==> config.mk <==
export PLATFORM = sky130hd
export DESIGN_NAME = top_n_count_table_unit
export DESIGN_NICKNAME = d
export VERILOG_FILES = /design/src/hdl/tnct_pkg.sv /design/src/hdl/top_n_count_table_unit.sv /design/src/hdl/tnct_ctrl.sv /design/src/hdl/tnct_datapath.sv
export SDC_FILE = /design/constraint.sdc
export NUM_CORES = 2
export LEC_CHECK = 0
export BUFFER_PORTS_ARGS = -buffer_cell sky130_fd_sc_hd__buf_2
export CAP_MARGIN = 20
export CORE_ASPECT_RATIO = 0.8
export CORE_MARGIN = 5
export CORE_UTILIZATION = 34
export DETAILED_ROUTE_END_ITERATION = 10
export GPL_TIMING_DRIVEN = 1
export PLACE_DENSITY_LB_ADDON = 0.12
export SLEW_MARGIN = 5
export SYNTH_ARGS = -nofsm -noshare
export SYNTH_HDL_FRONTEND = slang
export SYNTH_SLANG_ARGS = --single-unit
export TNS_END_PERCENT = 10
==> constraint.sdc <==
create_clock -name clk -period 9.63 [get_ports clk]
set_clock_uncertainty 0.05 [all_clocks]
set_input_delay 1.926 -clock clk [delete_from_list [all_inputs] [get_ports clk]]
set_output_delay 1.926 -clock clk [all_outputs]
set_load 0.05 [all_outputs]
==> src/hdl/tnct_pkg.sv <==
`timescale 1ns / 1ps
// ----------------------------------------------------------------------------
// tnct_pkg: shared types for the top-N count table
// Request codes, result source selects and the command and status bundles
// that join the controller and the datapath.
// ----------------------------------------------------------------------------
package tnct_pkg;

    // Request command codes.
    localparam logic [1:0] CMD_ADD   = 2'd0;
    localparam logic [1:0] CMD_READ  = 2'd1;
    localparam logic [1:0] CMD_CLEAR = 2'd2;

    // Source of the fields loaded into the output register.
    typedef enum logic [1:0] {
        SRC_ZERO  = 2'd0,
        SRC_TOUCH = 2'd1,
        SRC_READ  = 2'd2
    } res_src_t;

    // Commands from the controller to the datapath.
    typedef struct packed {
        logic     cap_req;     // capture the request fields
        logic     clr_start;   // restart the sweep counter
        logic     clr_write;   // write zero at the sweep counter and advance
        logic     srch_start;  // read entry 0, counter to 0
        logic     srch_step;   // read next entry, counter advances
        logic     hit_load;    // matched entry: hold it with the amount added
        logic     new_load;    // replace the last entry with the request pair
        logic     bub_issue;   // read the entry in front of the hole
        logic     bub_shift;   // move the entry in front back into the hole
        logic     final_write; // write the held entry into the hole
        logic     rd_issue;    // read the entry at the request index
        logic     load_out;    // load the output register
        res_src_t out_src;
    } ctrl_cmd_t;

    // Status from the datapath to the controller.
    typedef struct packed {
        logic [1:0] req_cmd;
        logic       hit;       // entry read holds the request key
        logic       last_gt;   // amount beats the count read
        logic       scan_last; // sweep counter is at the last entry
        logic       pos_zero;
        logic       pos_one;
        logic       bub_gt;    // held count beats the count read
        logic       idx_ok;    // request index is inside the table
        logic       out_free;  // output register can take a result
    } dp_status_t;

endpackage

==> src/hdl/top_n_count_table_unit.sv <==
`timescale 1ns / 1ps
// ----------------------------------------------------------------------------
// top_n_count_table_unit: top-N (key, count) frequency table
// Table kept ordered by count, largest first, with add, read and clear.
// ----------------------------------------------------------------------------
// Add makes one memory read per cycle for the key search, then one swap step
// per cycle toward the front. One request is in work at a time; a new one is
// taken while a result waits. After reset a clearing pass zeroes the table,
// with in_ready low until it completes.
module top_n_count_table_unit
#(
    parameter int TABLE_ENTRIES = 32
)
(
    input  logic                clk,
    input  logic                rst_n,
    input  logic                in_valid,
    output logic                in_ready,
    input  logic [1:0]          command,
    input  logic signed [31:0]  key,
    input  logic signed [31:0]  amount,
    input  logic [4:0]          index,
    output logic                out_valid,
    input  logic                out_ready,
    output logic                stored,
    output logic [4:0]          rank,
    output logic signed [31:0]  entry_key,
    output logic signed [31:0]  entry_count
);

    tnct_pkg::ctrl_cmd_t   cmd;
    tnct_pkg::dp_status_t  sts;

    // Sequencer.
    tnct_ctrl u_ctrl
    (
        .clk      (clk),
        .rst_n    (rst_n),
        .in_valid (in_valid),
        .in_ready (in_ready),
        .sts      (sts),
        .cmd      (cmd)
    );

    // Table memory and working registers.
    tnct_datapath #(
        .TABLE_ENTRIES (TABLE_ENTRIES)
    ) u_datapath
    (
        .clk         (clk),
        .rst_n       (rst_n),
        .cmd         (cmd),
        .sts         (sts),
        .command     (command),
        .key         (key),
        .amount      (amount),
        .index       (index),
        .out_valid   (out_valid),
        .out_ready   (out_ready),
        .stored      (stored),
        .rank        (rank),
        .entry_key   (entry_key),
        .entry_count (entry_count)
    );

endmodule

==> src/hdl/tnct_ctrl.sv <==
`timescale 1ns / 1ps
// ----------------------------------------------------------------------------
// tnct_ctrl: sequencer for the top-N count table
// Steps each request through clearing, searching, bubbling and read-out, and
// hands the result to the output register when it is free.
// ----------------------------------------------------------------------------
module tnct_ctrl
(
    input  logic                  clk,
    input  logic                  rst_n,
    input  logic                  in_valid,
    output logic                  in_ready,
    input  tnct_pkg::dp_status_t  sts,
    output tnct_pkg::ctrl_cmd_t   cmd
);

    typedef enum logic [9:0] {
        S_INIT_CLR  = 10'b00_0000_0001,
        S_IDLE      = 10'b00_0000_0010,
        S_DISPATCH  = 10'b00_0000_0100,
        S_CMD_CLR   = 10'b00_0000_1000,
        S_SRCH      = 10'b00_0001_0000,
        S_BUB_START = 10'b00_0010_0000,
        S_BUB       = 10'b00_0100_0000,
        S_FIN       = 10'b00_1000_0000,
        S_RD        = 10'b01_0000_0000,
        S_RESP      = 10'b10_0000_0000
    } state_t;

    state_t               state_reg, state_next;
    tnct_pkg::res_src_t   src_reg, src_next;

    // State and result source registers.
    always_ff @(posedge clk or negedge rst_n)
    begin
        if (!rst_n)
        begin
            state_reg <= S_INIT_CLR;
            src_reg   <= tnct_pkg::SRC_ZERO;
        end
        else
        begin
            state_reg <= state_next;
            src_reg   <= src_next;
        end
    end

    assign in_ready = (state_reg == S_IDLE);

    // Next state and datapath commands.
    always_comb
    begin
        state_next = state_reg;
        src_next   = src_reg;
        cmd        = '0;
        cmd.out_src = src_reg;
        case (state_reg)
            S_INIT_CLR:
            begin
                cmd.clr_write = 1'b1;
                if (sts.scan_last)
                begin
                    state_next = S_IDLE;
                end
            end
            S_IDLE:
            begin
                if (in_valid)
                begin
                    cmd.cap_req = 1'b1;
                    state_next  = S_DISPATCH;
                end
            end
            S_DISPATCH:
            begin
                case (sts.req_cmd)
                    tnct_pkg::CMD_ADD:
                    begin
                        cmd.srch_start = 1'b1;
                        state_next     = S_SRCH;
                    end
                    tnct_pkg::CMD_READ:
                    begin
                        cmd.rd_issue = 1'b1;
                        state_next   = S_RD;
                    end
                    tnct_pkg::CMD_CLEAR:
                    begin
                        cmd.clr_start = 1'b1;
                        state_next    = S_CMD_CLR;
                    end
                    default:
                    begin
                        src_next   = tnct_pkg::SRC_ZERO;
                        state_next = S_RESP;
                    end
                endcase
            end
            S_CMD_CLR:
            begin
                cmd.clr_write = 1'b1;
                if (sts.scan_last)
                begin
                    src_next   = tnct_pkg::SRC_ZERO;
                    state_next = S_RESP;
                end
            end
            S_SRCH:
            begin
                if (sts.hit)
                begin
                    cmd.hit_load = 1'b1;
                    state_next   = S_BUB_START;
                end
                else if (sts.scan_last)
                begin
                    if (sts.last_gt)
                    begin
                        cmd.new_load = 1'b1;
                        state_next   = S_BUB_START;
                    end
                    else
                    begin
                        src_next   = tnct_pkg::SRC_ZERO;
                        state_next = S_RESP;
                    end
                end
                else
                begin
                    cmd.srch_step = 1'b1;
                end
            end
            S_BUB_START:
            begin
                if (sts.pos_zero)
                begin
                    state_next = S_FIN;
                end
                else
                begin
                    cmd.bub_issue = 1'b1;
                    state_next    = S_BUB;
                end
            end
            S_BUB:
            begin
                if (sts.bub_gt)
                begin
                    cmd.bub_shift = 1'b1;
                    if (sts.pos_one)
                    begin
                        state_next = S_FIN;
                    end
                end
                else
                begin
                    state_next = S_FIN;
                end
            end
            S_FIN:
            begin
                cmd.final_write = 1'b1;
                src_next        = tnct_pkg::SRC_TOUCH;
                state_next      = S_RESP;
            end
            S_RD:
            begin
                src_next   = sts.idx_ok ? tnct_pkg::SRC_READ : tnct_pkg::SRC_ZERO;
                state_next = S_RESP;
            end
            S_RESP:
            begin
                if (sts.out_free)
                begin
                    cmd.load_out = 1'b1;
                    state_next   = S_IDLE;
                end
            end
            default:
            begin
                state_next = S_INIT_CLR;
            end
        endcase
    end

endmodule

==> src/hdl/tnct_datapath.sv <==
`timescale 1ns / 1ps
// ----------------------------------------------------------------------------
// tnct_datapath: table memory and working registers
// Holds the (key, count) memory, the request, the entry being moved, the
// sweep and position counters, and the output register.
// ----------------------------------------------------------------------------
module tnct_datapath
#(
    parameter int TABLE_ENTRIES = 32
)
(
    input  logic                  clk,
    input  logic                  rst_n,
    input  tnct_pkg::ctrl_cmd_t   cmd,
    output tnct_pkg::dp_status_t  sts,
    input  logic [1:0]            command,
    input  logic signed [31:0]    key,
    input  logic signed [31:0]    amount,
    input  logic [4:0]            index,
    output logic                  out_valid,
    input  logic                  out_ready,
    output logic                  stored,
    output logic [4:0]            rank,
    output logic signed [31:0]    entry_key,
    output logic signed [31:0]    entry_count
);

    localparam int AW = $clog2(TABLE_ENTRIES);
    localparam int IW = (AW > 5) ? AW : 5;
    localparam logic [AW-1:0] LAST = AW'(TABLE_ENTRIES - 1);

    // Table memory: key in the upper half, count in the lower half.
    logic [63:0]    mem [TABLE_ENTRIES];

    logic [1:0]     req_cmd_reg;
    logic [31:0]    req_key_reg;
    logic [31:0]    req_amount_reg;
    logic [4:0]     req_index_reg;
    logic [AW-1:0]  scan_reg, scan_next;
    logic [AW-1:0]  pos_reg, pos_next;
    logic [31:0]    t_key_reg, t_key_next;
    logic [31:0]    t_count_reg, t_count_next;
    logic [31:0]    rd_key_reg;
    logic [31:0]    rd_count_reg;
    logic           out_valid_reg;
    logic           stored_reg;
    logic [4:0]     rank_reg;
    logic [31:0]    out_key_reg;
    logic [31:0]    out_count_reg;

    logic           we;
    logic [AW-1:0]  waddr;
    logic [63:0]    wdata;
    logic           re;
    logic [AW-1:0]  raddr;
    logic [IW-1:0]  idx_wide;
    logic [IW-1:0]  pos_wide;

    assign idx_wide = IW'(req_index_reg);
    assign pos_wide = IW'(pos_reg);

    // Request capture.
    always_ff @(posedge clk)
    begin
        if (cmd.cap_req)
        begin
            req_cmd_reg    <= command;
            req_key_reg    <= key;
            req_amount_reg <= amount;
            req_index_reg  <= index;
        end
    end

    // Write port select.
    always_comb
    begin
        we    = 1'b0;
        waddr = scan_reg;
        wdata = '0;
        if (cmd.clr_write)
        begin
            we    = 1'b1;
            waddr = scan_reg;
            wdata = '0;
        end
        else if (cmd.bub_shift)
        begin
            we    = 1'b1;
            waddr = pos_reg;
            wdata = {rd_key_reg, rd_count_reg};
        end
        else if (cmd.final_write)
        begin
            we    = 1'b1;
            waddr = pos_reg;
            wdata = {t_key_reg, t_count_reg};
        end
    end

    // Read port select.
    always_comb
    begin
        re    = 1'b0;
        raddr = '0;
        if (cmd.srch_start)
        begin
            re    = 1'b1;
            raddr = '0;
        end
        else if (cmd.srch_step)
        begin
            re    = 1'b1;
            raddr = scan_reg + AW'(1);
        end
        else if (cmd.bub_issue)
        begin
            re    = 1'b1;
            raddr = pos_reg - AW'(1);
        end
        else if (cmd.bub_shift)
        begin
            re    = !sts.pos_one;
            raddr = pos_reg - AW'(2);
        end
        else if (cmd.rd_issue)
        begin
            re    = 1'b1;
            raddr = idx_wide[AW-1:0];
        end
    end

    // Memory write.
    always_ff @(posedge clk)
    begin
        if (we)
        begin
            mem[waddr] <= wdata;
        end
    end

    // Memory read with registered data.
    always_ff @(posedge clk)
    begin
        if (re)
        begin
            rd_key_reg   <= mem[raddr][63:32];
            rd_count_reg <= mem[raddr][31:0];
        end
    end

    // Sweep counter, position and the entry being moved.
    always_comb
    begin
        scan_next    = scan_reg;
        pos_next     = pos_reg;
        t_key_next   = t_key_reg;
        t_count_next = t_count_reg;
        if (cmd.clr_start || cmd.srch_start)
        begin
            scan_next = '0;
        end
        else if (cmd.clr_write || cmd.srch_step)
        begin
            scan_next = scan_reg + AW'(1);
        end
        if (cmd.hit_load)
        begin
            pos_next     = scan_reg;
            t_key_next   = req_key_reg;
            t_count_next = rd_count_reg + req_amount_reg;
        end
        else if (cmd.new_load)
        begin
            pos_next     = LAST;
            t_key_next   = req_key_reg;
            t_count_next = req_amount_reg;
        end
        else if (cmd.bub_shift)
        begin
            pos_next = pos_reg - AW'(1);
        end
    end

    always_ff @(posedge clk or negedge rst_n)
    begin
        if (!rst_n)
        begin
            scan_reg <= '0;
        end
        else
        begin
            scan_reg <= scan_next;
        end
    end

    always_ff @(posedge clk)
    begin
        pos_reg     <= pos_next;
        t_key_reg   <= t_key_next;
        t_count_reg <= t_count_next;
    end

    // Output register valid flag.
    always_ff @(posedge clk or negedge rst_n)
    begin
        if (!rst_n)
        begin
            out_valid_reg <= 1'b0;
        end
        else if (cmd.load_out)
        begin
            out_valid_reg <= 1'b1;
        end
        else if (out_ready)
        begin
            out_valid_reg <= 1'b0;
        end
    end

    // Output register payload.
    always_ff @(posedge clk)
    begin
        if (cmd.load_out)
        begin
            case (cmd.out_src)
                tnct_pkg::SRC_TOUCH:
                begin
                    stored_reg    <= 1'b1;
                    rank_reg      <= pos_wide[4:0];
                    out_key_reg   <= t_key_reg;
                    out_count_reg <= t_count_reg;
                end
                tnct_pkg::SRC_READ:
                begin
                    stored_reg    <= 1'b1;
                    rank_reg      <= req_index_reg;
                    out_key_reg   <= rd_key_reg;
                    out_count_reg <= rd_count_reg;
                end
                default:
                begin
                    stored_reg    <= 1'b0;
                    rank_reg      <= '0;
                    out_key_reg   <= '0;
                    out_count_reg <= '0;
                end
            endcase
        end
    end

    assign out_valid   = out_valid_reg;
    assign stored      = stored_reg;
    assign rank        = rank_reg;
    assign entry_key   = out_key_reg;
    assign entry_count = out_count_reg;

    // Status to the controller.
    assign sts.req_cmd   = req_cmd_reg;
    assign sts.hit       = (rd_key_reg == req_key_reg);
    assign sts.last_gt   = ($signed(req_amount_reg) > $signed(rd_count_reg));
    assign sts.scan_last = (scan_reg == LAST);
    assign sts.pos_zero  = (pos_reg == '0);
    assign sts.pos_one   = (pos_reg == AW'(1));
    assign sts.bub_gt    = ($signed(t_count_reg) > $signed(rd_count_reg));
    assign sts.idx_ok    = (idx_wide <= IW'(TABLE_ENTRIES - 1));
    assign sts.out_free  = !out_valid_reg || out_ready;

    // The search never steps past the last entry.
    a_srch_bound: assert property (@(posedge clk) disable iff (!rst_n)
        cmd.srch_step |-> !sts.scan_last)
        else $error("search stepped past the last entry");

    // An entry moves back only from a nonzero position and only when beaten.
    a_shift_ok: assert property (@(posedge clk) disable iff (!rst_n)
        cmd.bub_shift |-> (!sts.pos_zero && sts.bub_gt))
        else $error("bubble shift without a larger held count");

    // A result is never loaded over one that is still waiting.
    a_out_free: assert property (@(posedge clk) disable iff (!rst_n)
        cmd.load_out |-> sts.out_free)
        else $error("output register overwritten while pending");

    // After a move back the position has dropped by one.
    a_pos_dec: assert property (@(posedge clk) disable iff (!rst_n)
        cmd.bub_shift |=> (pos_reg == $past(pos_reg) - AW'(1)))
        else $error("position did not follow the bubble shift");

endmodule
# Yosys cells after proc, flatten, opt, wreduce, memory -nomap -nowiden
# Memories as Yosys holds them, arrays and structs flattened. A register that Yosys moved wholly into a read port is not among the register bits.
# Index checks and enable logic that the tools add are counted.
[op_classes]
addsub = 4
n_lt_le_gt_ge = 3
eq_ne = 27
n_mux = 78
reduce_logical = 18
[ops]
columns = ["operator", "count"]
rows = [
  ["$mux W64", 3],
  ["$mux W32", 4],
  ["$pmux W32 S2", 2],
  ["$mux W10", 9],
  ["$pmux W10 S9", 1],
  ["$mux W5", 13],
  ["$gt A32 B32 Y1", 2],
  ["$mux W1", 35],
  ["$add A32 B32 Y32", 1],
  ["$eq A32 B32 Y1", 1],
  ["$pmux W10 S3", 1],
  ["$ne A2 B2 Y1 const B", 8],
  ["$mux W2", 6],
  ["$reduce_and A6 Y1", 2],
  ["$eq A10 B1 Y1 const B", 1],
  ["$eq A10 B10 Y1 const B", 1],
  ["$eq A10 B2 Y1 const B", 1],
  ["$eq A10 B3 Y1 const B", 1],
  ["$eq A10 B4 Y1 const B", 1],
  ["$eq A10 B5 Y1 const B", 1],
  ["$eq A10 B6 Y1 const B", 1],
  ["$eq A10 B7 Y1 const B", 1],
  ["$eq A10 B8 Y1 const B", 1],
  ["$eq A10 B9 Y1 const B", 1],
  ["23 further kinds", 32],
]
[totals]
reg_bits = 228
ramBits = 2048
output_inout_bits = 72
elab_cells = 146
n_memories = 1
[mem_list]
columns = ["name", "words", "width", "read_ports", "rd_clocked_by_memory_dff", "write_ports", "line_no", "rtl"]
rows = [
  ["u_datapath.mem", 32, 64, 1, 1, 1, "tnct_datapath.sv:33", "logic [63:0] mem [TABLE_ENTRIES];"],
]

# Logic depth before layout (Yosys ltp)
[depth]
depth_word = 8
mapped_depth = 18
mapped_depth_nobuf = 15

# Hierarchy
# Synthesis repeated with hierarchy kept, for this count alone.
[hier_totals]
cells_unflattened = 7427
area_unflattened_um2 = 96490.0
[by_module_without_submodules]
columns = ["mod", "instances", "cells_each", "area_each_um2", "seq_area_each_um2"]
rows = [
  ["tnct_datapath", 1, 7333, 95656.7, 69877.0],
  ["tnct_ctrl", 1, 94, 833.3, 301.5],
]

# Worst setup path after synthesis
# Ideal clock, no wire load.
[synth_path]
path_kind = "register to register"
startpoint = "register u_datapath.rd_count_reg[15], read port of u_datapath.mem"
endpoint = "memory u_datapath.mem[20][0] (enable)"
setup_ps = 486
arrival_time_ps = 5649
t_required_ps = 9094
setup_slack_ps = 3445
stages_incl_launch_ff = 15
synth_period_minus_slack_ps = 6185
cell_sequence = "edfxtp_1 -> inv_1 -> ha_1 -> nand4_1 -> or4_1 -> nor2_1 -> a21oi_1 -> o21a_1 -> buf_2 -> or2_2 -> clkbuf_1 -> nor3b_1 -> a31oi_1 -> or2_2 -> nor2_1"
[synth_between]
elab_chain_cells = 7
word_cells_on_any_way = 9
classes_between = "order compare: 1; mux: 8"
[synth_rtl]
columns = ["item", "line_no", "rtl"]
rows = [
  ["start: declaration", "tnct_datapath.sv:44", "logic [31:0] rd_count_reg;"],
  ["$gt A32 B32 Y1 (*)", "tnct_datapath.sv:264", "assign sts.bub_gt = ($signed(t_count_reg) > $signed(rd_count_reg));"],
  ["$mux W1 (*)", "tnct_ctrl.sv:147", "if (sts.bub_gt)"],
  ["$mux W1 (*)", "tnct_ctrl.sv:57", "case (state_reg)"],
  ["$mux W1", "tnct_datapath.sv:86", "else if (cmd.bub_shift)"],
  ["$mux W1", "tnct_datapath.sv:80", "if (cmd.clr_write)"],
  ["$mux W1", "tnct_datapath.sv:135", "if (we)"],
  ["$mux W1 (implied by the code)", "tnct_datapath.sv:137", "mem[waddr] <= wdata;"],
  ["end: declaration", "tnct_datapath.sv:33", ""],
]
# Every way passes the cells marked *; elsewhere a longest branch is shown, timed or not.

# Final worst setup path
[layout_path]
startpoint = "register u_datapath.rd_count_reg[17], read port of u_datapath.mem"
endpoint = "register u_datapath.rd_key_reg[16], read port of u_datapath.mem (data pin)"
[layout_between]
elab_chain_cells = 7
word_cells_on_any_way = 11
classes_between = "order compare: 1; mux: 10"
[layout_rtl]
columns = ["item", "line_no", "rtl"]
rows = [
  ["$gt A32 B32 Y1 (*)", "tnct_datapath.sv:264", ""],
  ["$mux W1 (*)", "tnct_ctrl.sv:147", ""],
  ["$mux W1 (*)", "tnct_ctrl.sv:57", ""],
  ["$mux W5 or $mux W1 (tied branches)", "tnct_datapath.sv:120", "else if (cmd.bub_shift)"],
  ["$mux W5 or $mux W1 (tied branches)", "tnct_datapath.sv:115", "else if (cmd.bub_issue)"],
  ["$mux W5 or $mux W1 (tied branches)", "tnct_datapath.sv:110", "else if (cmd.srch_step)"],
  ["$mux W5 or $mux W1 (tied branches)", "tnct_datapath.sv:105", "if (cmd.srch_start)"],
  ["end: declaration", "tnct_datapath.sv:43", "logic [31:0] rd_key_reg;"],
]
# Marks and branches as above.
# A chain may end at the register's enable or synchronous reset.

==> flow_metrics.py <==
metrics = {
    "run_status": {
        "status": "completed",
    },
    "detailed_routing": {
        "viasPerCell": 5.53,
        "wl_met1_mm": 162,
        "wirelength_mm": 346,
        "wl_met3_mm": 30.8,
        "drt_iter0_drc": 7903,
        "ant_nets": 0,
        "wl_met2_mm": 147,
        "num_vias": 63000,
        "drt-pass1-iter-count": 5,
        "wire_per_inst_um": 30.4,
        "topRoutingLayerUsed": "met5",
        "drc": 0,
    },
    "clock_tree": {
        "cts_resized": 0,
        "cts_tree": "done",
        "insertion_delay_ns": 0.92,
        "clk_pin_slew_ns": 0.06,
        "cts_sinks": 2340,
        "htree_levels": 4,
        "cts_buffers": 249,
        "cts_root_buffer": "clkbuf_16",
        "cts_setup_buffers": 0,
        "cts_hold_buf": 0,
        "clockBufferDepth": 4,
    },
    "worst_setup_path": {
        "crit_start": "u_datapath.rd_count_reg[17]",
        "reg2reg_depth": 15,
        "critPathCapture": "u_datapath.rd_key_reg[16]",
        "required_ns": 10.12,
        "r2r_slack_ns": 2.09,
        "crit_slowest_cell": "buf_4",
        "r2r_end": "u_datapath.rd_key_reg[16]",
        "critical_path.cell_chain": "inv_1 -> ha_1 -> a21oi_1 -> o21ai_0 -> o2bb2ai_1 -> or3b_1 -> nand2b_1 -> a221oi_4 -> buf_4 -> and2_4 -> buf_4 -> nor2_1 -> o22ai_1 -> a21oi_1 -> o31ai_2",
        "critical_path.max_stage_delay_ns": 0.89,
        "crit_fanout": 43,
        "cp.arrival_ns": 8.03,
        "startpoint_type": "register",
        "cp_top_family": "compound AO/OA/AOI/OAI gates",
        "path_class": "register to register",
        "crit_cells": 15,
        "r2r-start": "u_datapath.rd_count_reg[17]",
        "critPathCaptureType": "register",
        "cp_num_buf_inv": 3,
    },
    "synth": {
        "synth_fa_ha_area_share_pct": 1.36,
        "yosys.cell_count.top_type": "edfxtp_1",
        "synth.distinct_cells": 83,
        "synth_edf_count": 2322,
        "synthXorXnorAreaFrac_pct": 0.692,
        "synth_warnings": 0,
        "synth_nets": 7450,
        "netlist_top_cells_area": "edfxtp_1 72%, nand2_1 7.6%, nand3_1 2.1%, a21oi_1 1.6%, and3_1 1.4%",
        "synthSimpleGateAreaFrac_pct": 12.9,
        "synth_ff_type": "edfxtp_1",
        "synthesis.area_um2": 96200,
        "async_flop_share_pct": 0.769,
        "synth_top_cell_area_share_pct": 72.5,
        "synth_area_per_cell_um2": 13.2,
        "synthCells": 7271,
        "synth-seq-cells": 2340,
        "synthTopCellsByCount": "2322 x edfxtp_1, 1938 x nand2_1, 413 x nand3_1",
        "synth_top_family_by_area": "simple AND/OR/NAND/NOR gates",
        "synth.yosys.seq_area_share_pct": 73.0,
        "synth_area_leader_cell": "edfxtp_1",
        "yosys-mux-area-fraction_pct": 0.783,
        "synth-compound-area-share_pct": 8.85,
    },
    "power_and_ir_drop": {
        "p_leak_nw": 36.4,
        "peakVddDrop_mv": 0.156,
        "pwr_density_cell_nw_per_um2": 214,
    },
    "floorplan": {
        "io_pins": 147,
        "rows": 174,
        "fp.dieH_um": 486,
        "chipWidth_um": 605,
        "core_um2": 281000,
        "start_util_pct": 34.2,
        "fp.dieArea_um2": 294000,
    },
    "final_layout": {
        "syn_to_final_growth_pct": 14.3,
        "largest_reg_flops": 2048,
        "top_register": "u_datapath.mem",
        "final_layout_size_suffix_gt1_share_pct": 10.3,
        "final_nets": 7599,
        "fillers": 26500,
    },
    "placement": {
        "dpl.hpwl_mm": 186,
        "port_buffers": 146,
        "pre_cts_ws_ns": 2.37,
        "gp_congestion": 0.851,
    },
    "global_routing": {
        "overflow": 0,
        "grt_pass1_wl_mm": 479,
        "grt_pass1_vias": 58400,
        "antenna_found_initial": 26,
        "grt_usage_pct": 22.8,
        "grt_max_degree": 128,
    },
    "sta": {
        "finalSetupViolCount": 0,
        "worst_pin_slew_ns": 1.18,
        "slew_viol_final": 0,
        "period_share_pct": 78.3,
        "slew-limit-headroom_pct": 21.5,
        "layout_setup_ws_ns": 2.09,
        "fmax_mhz": 133,
        "rsz0062_at_grt": "no",
        "hold_violations": 0,
        "finalSetupTns_ns": 0,
        "min_period_ns": 7.54,
    },
    "run": {
        "max-cap-violations": 0,
    },
    "min_path": {
        "worstHoldPathType": "register to register",
    },
}
final cells by class:
class	instances	area (um^2)	share of cell area [%]
multi-input combinational	4409	24300	22.1
antenna	5	12.5	0.0114
tap	3784	4730	4.31
inverter	92	347	0.315
sequential	2340	70200	63.8
clock inverter	144	1190	1.08
clock buffer	300	6440	5.86
timing repair buffer	328	2720	2.47
cell usage in the layout (no fill, tap or decap), types with 18 or more instances in the layout:
cell type  Yosys  routed
a211o_1       24      24
clkinv_1       0      69
xnor2_1       66      66
a21o_1        35      35
nand2b_1      22      22
clkbuf_1     196      49
edfxtp_1    2322    2322
nor2_1       223     189
buf_12         0      41
and3_1       208     208
buf_2        175     146
o21ai_1       25      25
a21oi_1      303     303
inv_1         92      91
clkbuf_16      0     249
o21ai_2        2      25
a221o_1      101      99
nor2_4         1      35
clkinv_2       0      44
ha_1         103     101
mux2i_1       73      73
a221oi_1      55      55
o21ai_0       97      66
nor3_1        33      32
o31ai_1       48      46
a31o_1        32      32
a211oi_1      68      68
nand3_1      413     412
a22oi_1      105     105
o21a_1        21      20
bufinv_16      0      18
o22ai_1       21      21
a22o_1        35      33
nand4_1       20      20
a31oi_1      195     192
buf_4         32     128
nand2_1     1938    1936
through the flow:
step	power (mW)	instance area [um^2]	cells	hold slack (ns)	util, %
CTS	23.7	110000	11400	0.414	39.0
floorplan	13.5	96200	7271	0.399	-
detailed placement	14.5	102000	10900	0.406	36.3
finish	23.5	110000	11400	0.411	39.1
global placement	14.4	102000	10900	0.403	36.2
global route	24.3	110000	11400	0.425	39.1
worst min-delay path by stage:
stage	from	endpoint	slack (ns)	cells past startpoint
2_1_floorplan	u_datapath.req_key_reg[17]	u_datapath.t_key_reg[17]	0.40	0
3_3_place_gp	u_datapath.req_key_reg[15]	u_datapath.t_key_reg[15]	0.40	0
3_5_place_dp	u_datapath.req_key_reg[25]	u_datapath.t_key_reg[25]	0.41	0
4_1_cts	u_datapath.req_key_reg[7]	u_datapath.t_key_reg[7]	0.41	0
5_1_grt	u_datapath.req_key_reg[7]	u_datapath.t_key_reg[7]	0.43	0
6_report	u_datapath.req_key_reg[7]	u_datapath.t_key_reg[7]	0.41	0
power breakdown:
group	internal [mW]	switching, mW	leakage [nW]
Sequential	11.9	0.235	17.4
Clock	5.20	4.02	3.74
Combinational	0.588	1.56	15.3
Total	17.7	5.81	36.4
worst reg2reg max path, cell delays in order, from the launching register on:
cell,delay [ns]
edfxtp_1,0.66
inv_1,0.23
ha_1,0.36
a21oi_1,0.12
o21ai_0,0.20
o2bb2ai_1,0.22
or3b_1,0.47
nand2b_1,0.40
a221oi_4,0.34
buf_4,0.76
and2_4,0.70
buf_4,0.92
nor2_1,0.48
o22ai_1,0.27
a21oi_1,0.11
o31ai_2,0.86
cells by family (layout without fill, tap and decap cells):
group,count (synthesis),in the layout
buf+inv,522,864
compound gates,1233,1233
other cells,0,5
simple gates,2921,2921
mux,75,75
xor+xnor,76,76
fa+ha+maj,104,104
flops,2340,2340
metal layers:
metal  track usage (%)  up-vias
li1                  -    27300
met1              35.3    32500
met2              33.2     2730
met3              4.54      399
met4              4.43        6
met5                 0        -
(Power assumes the default switching activity.)
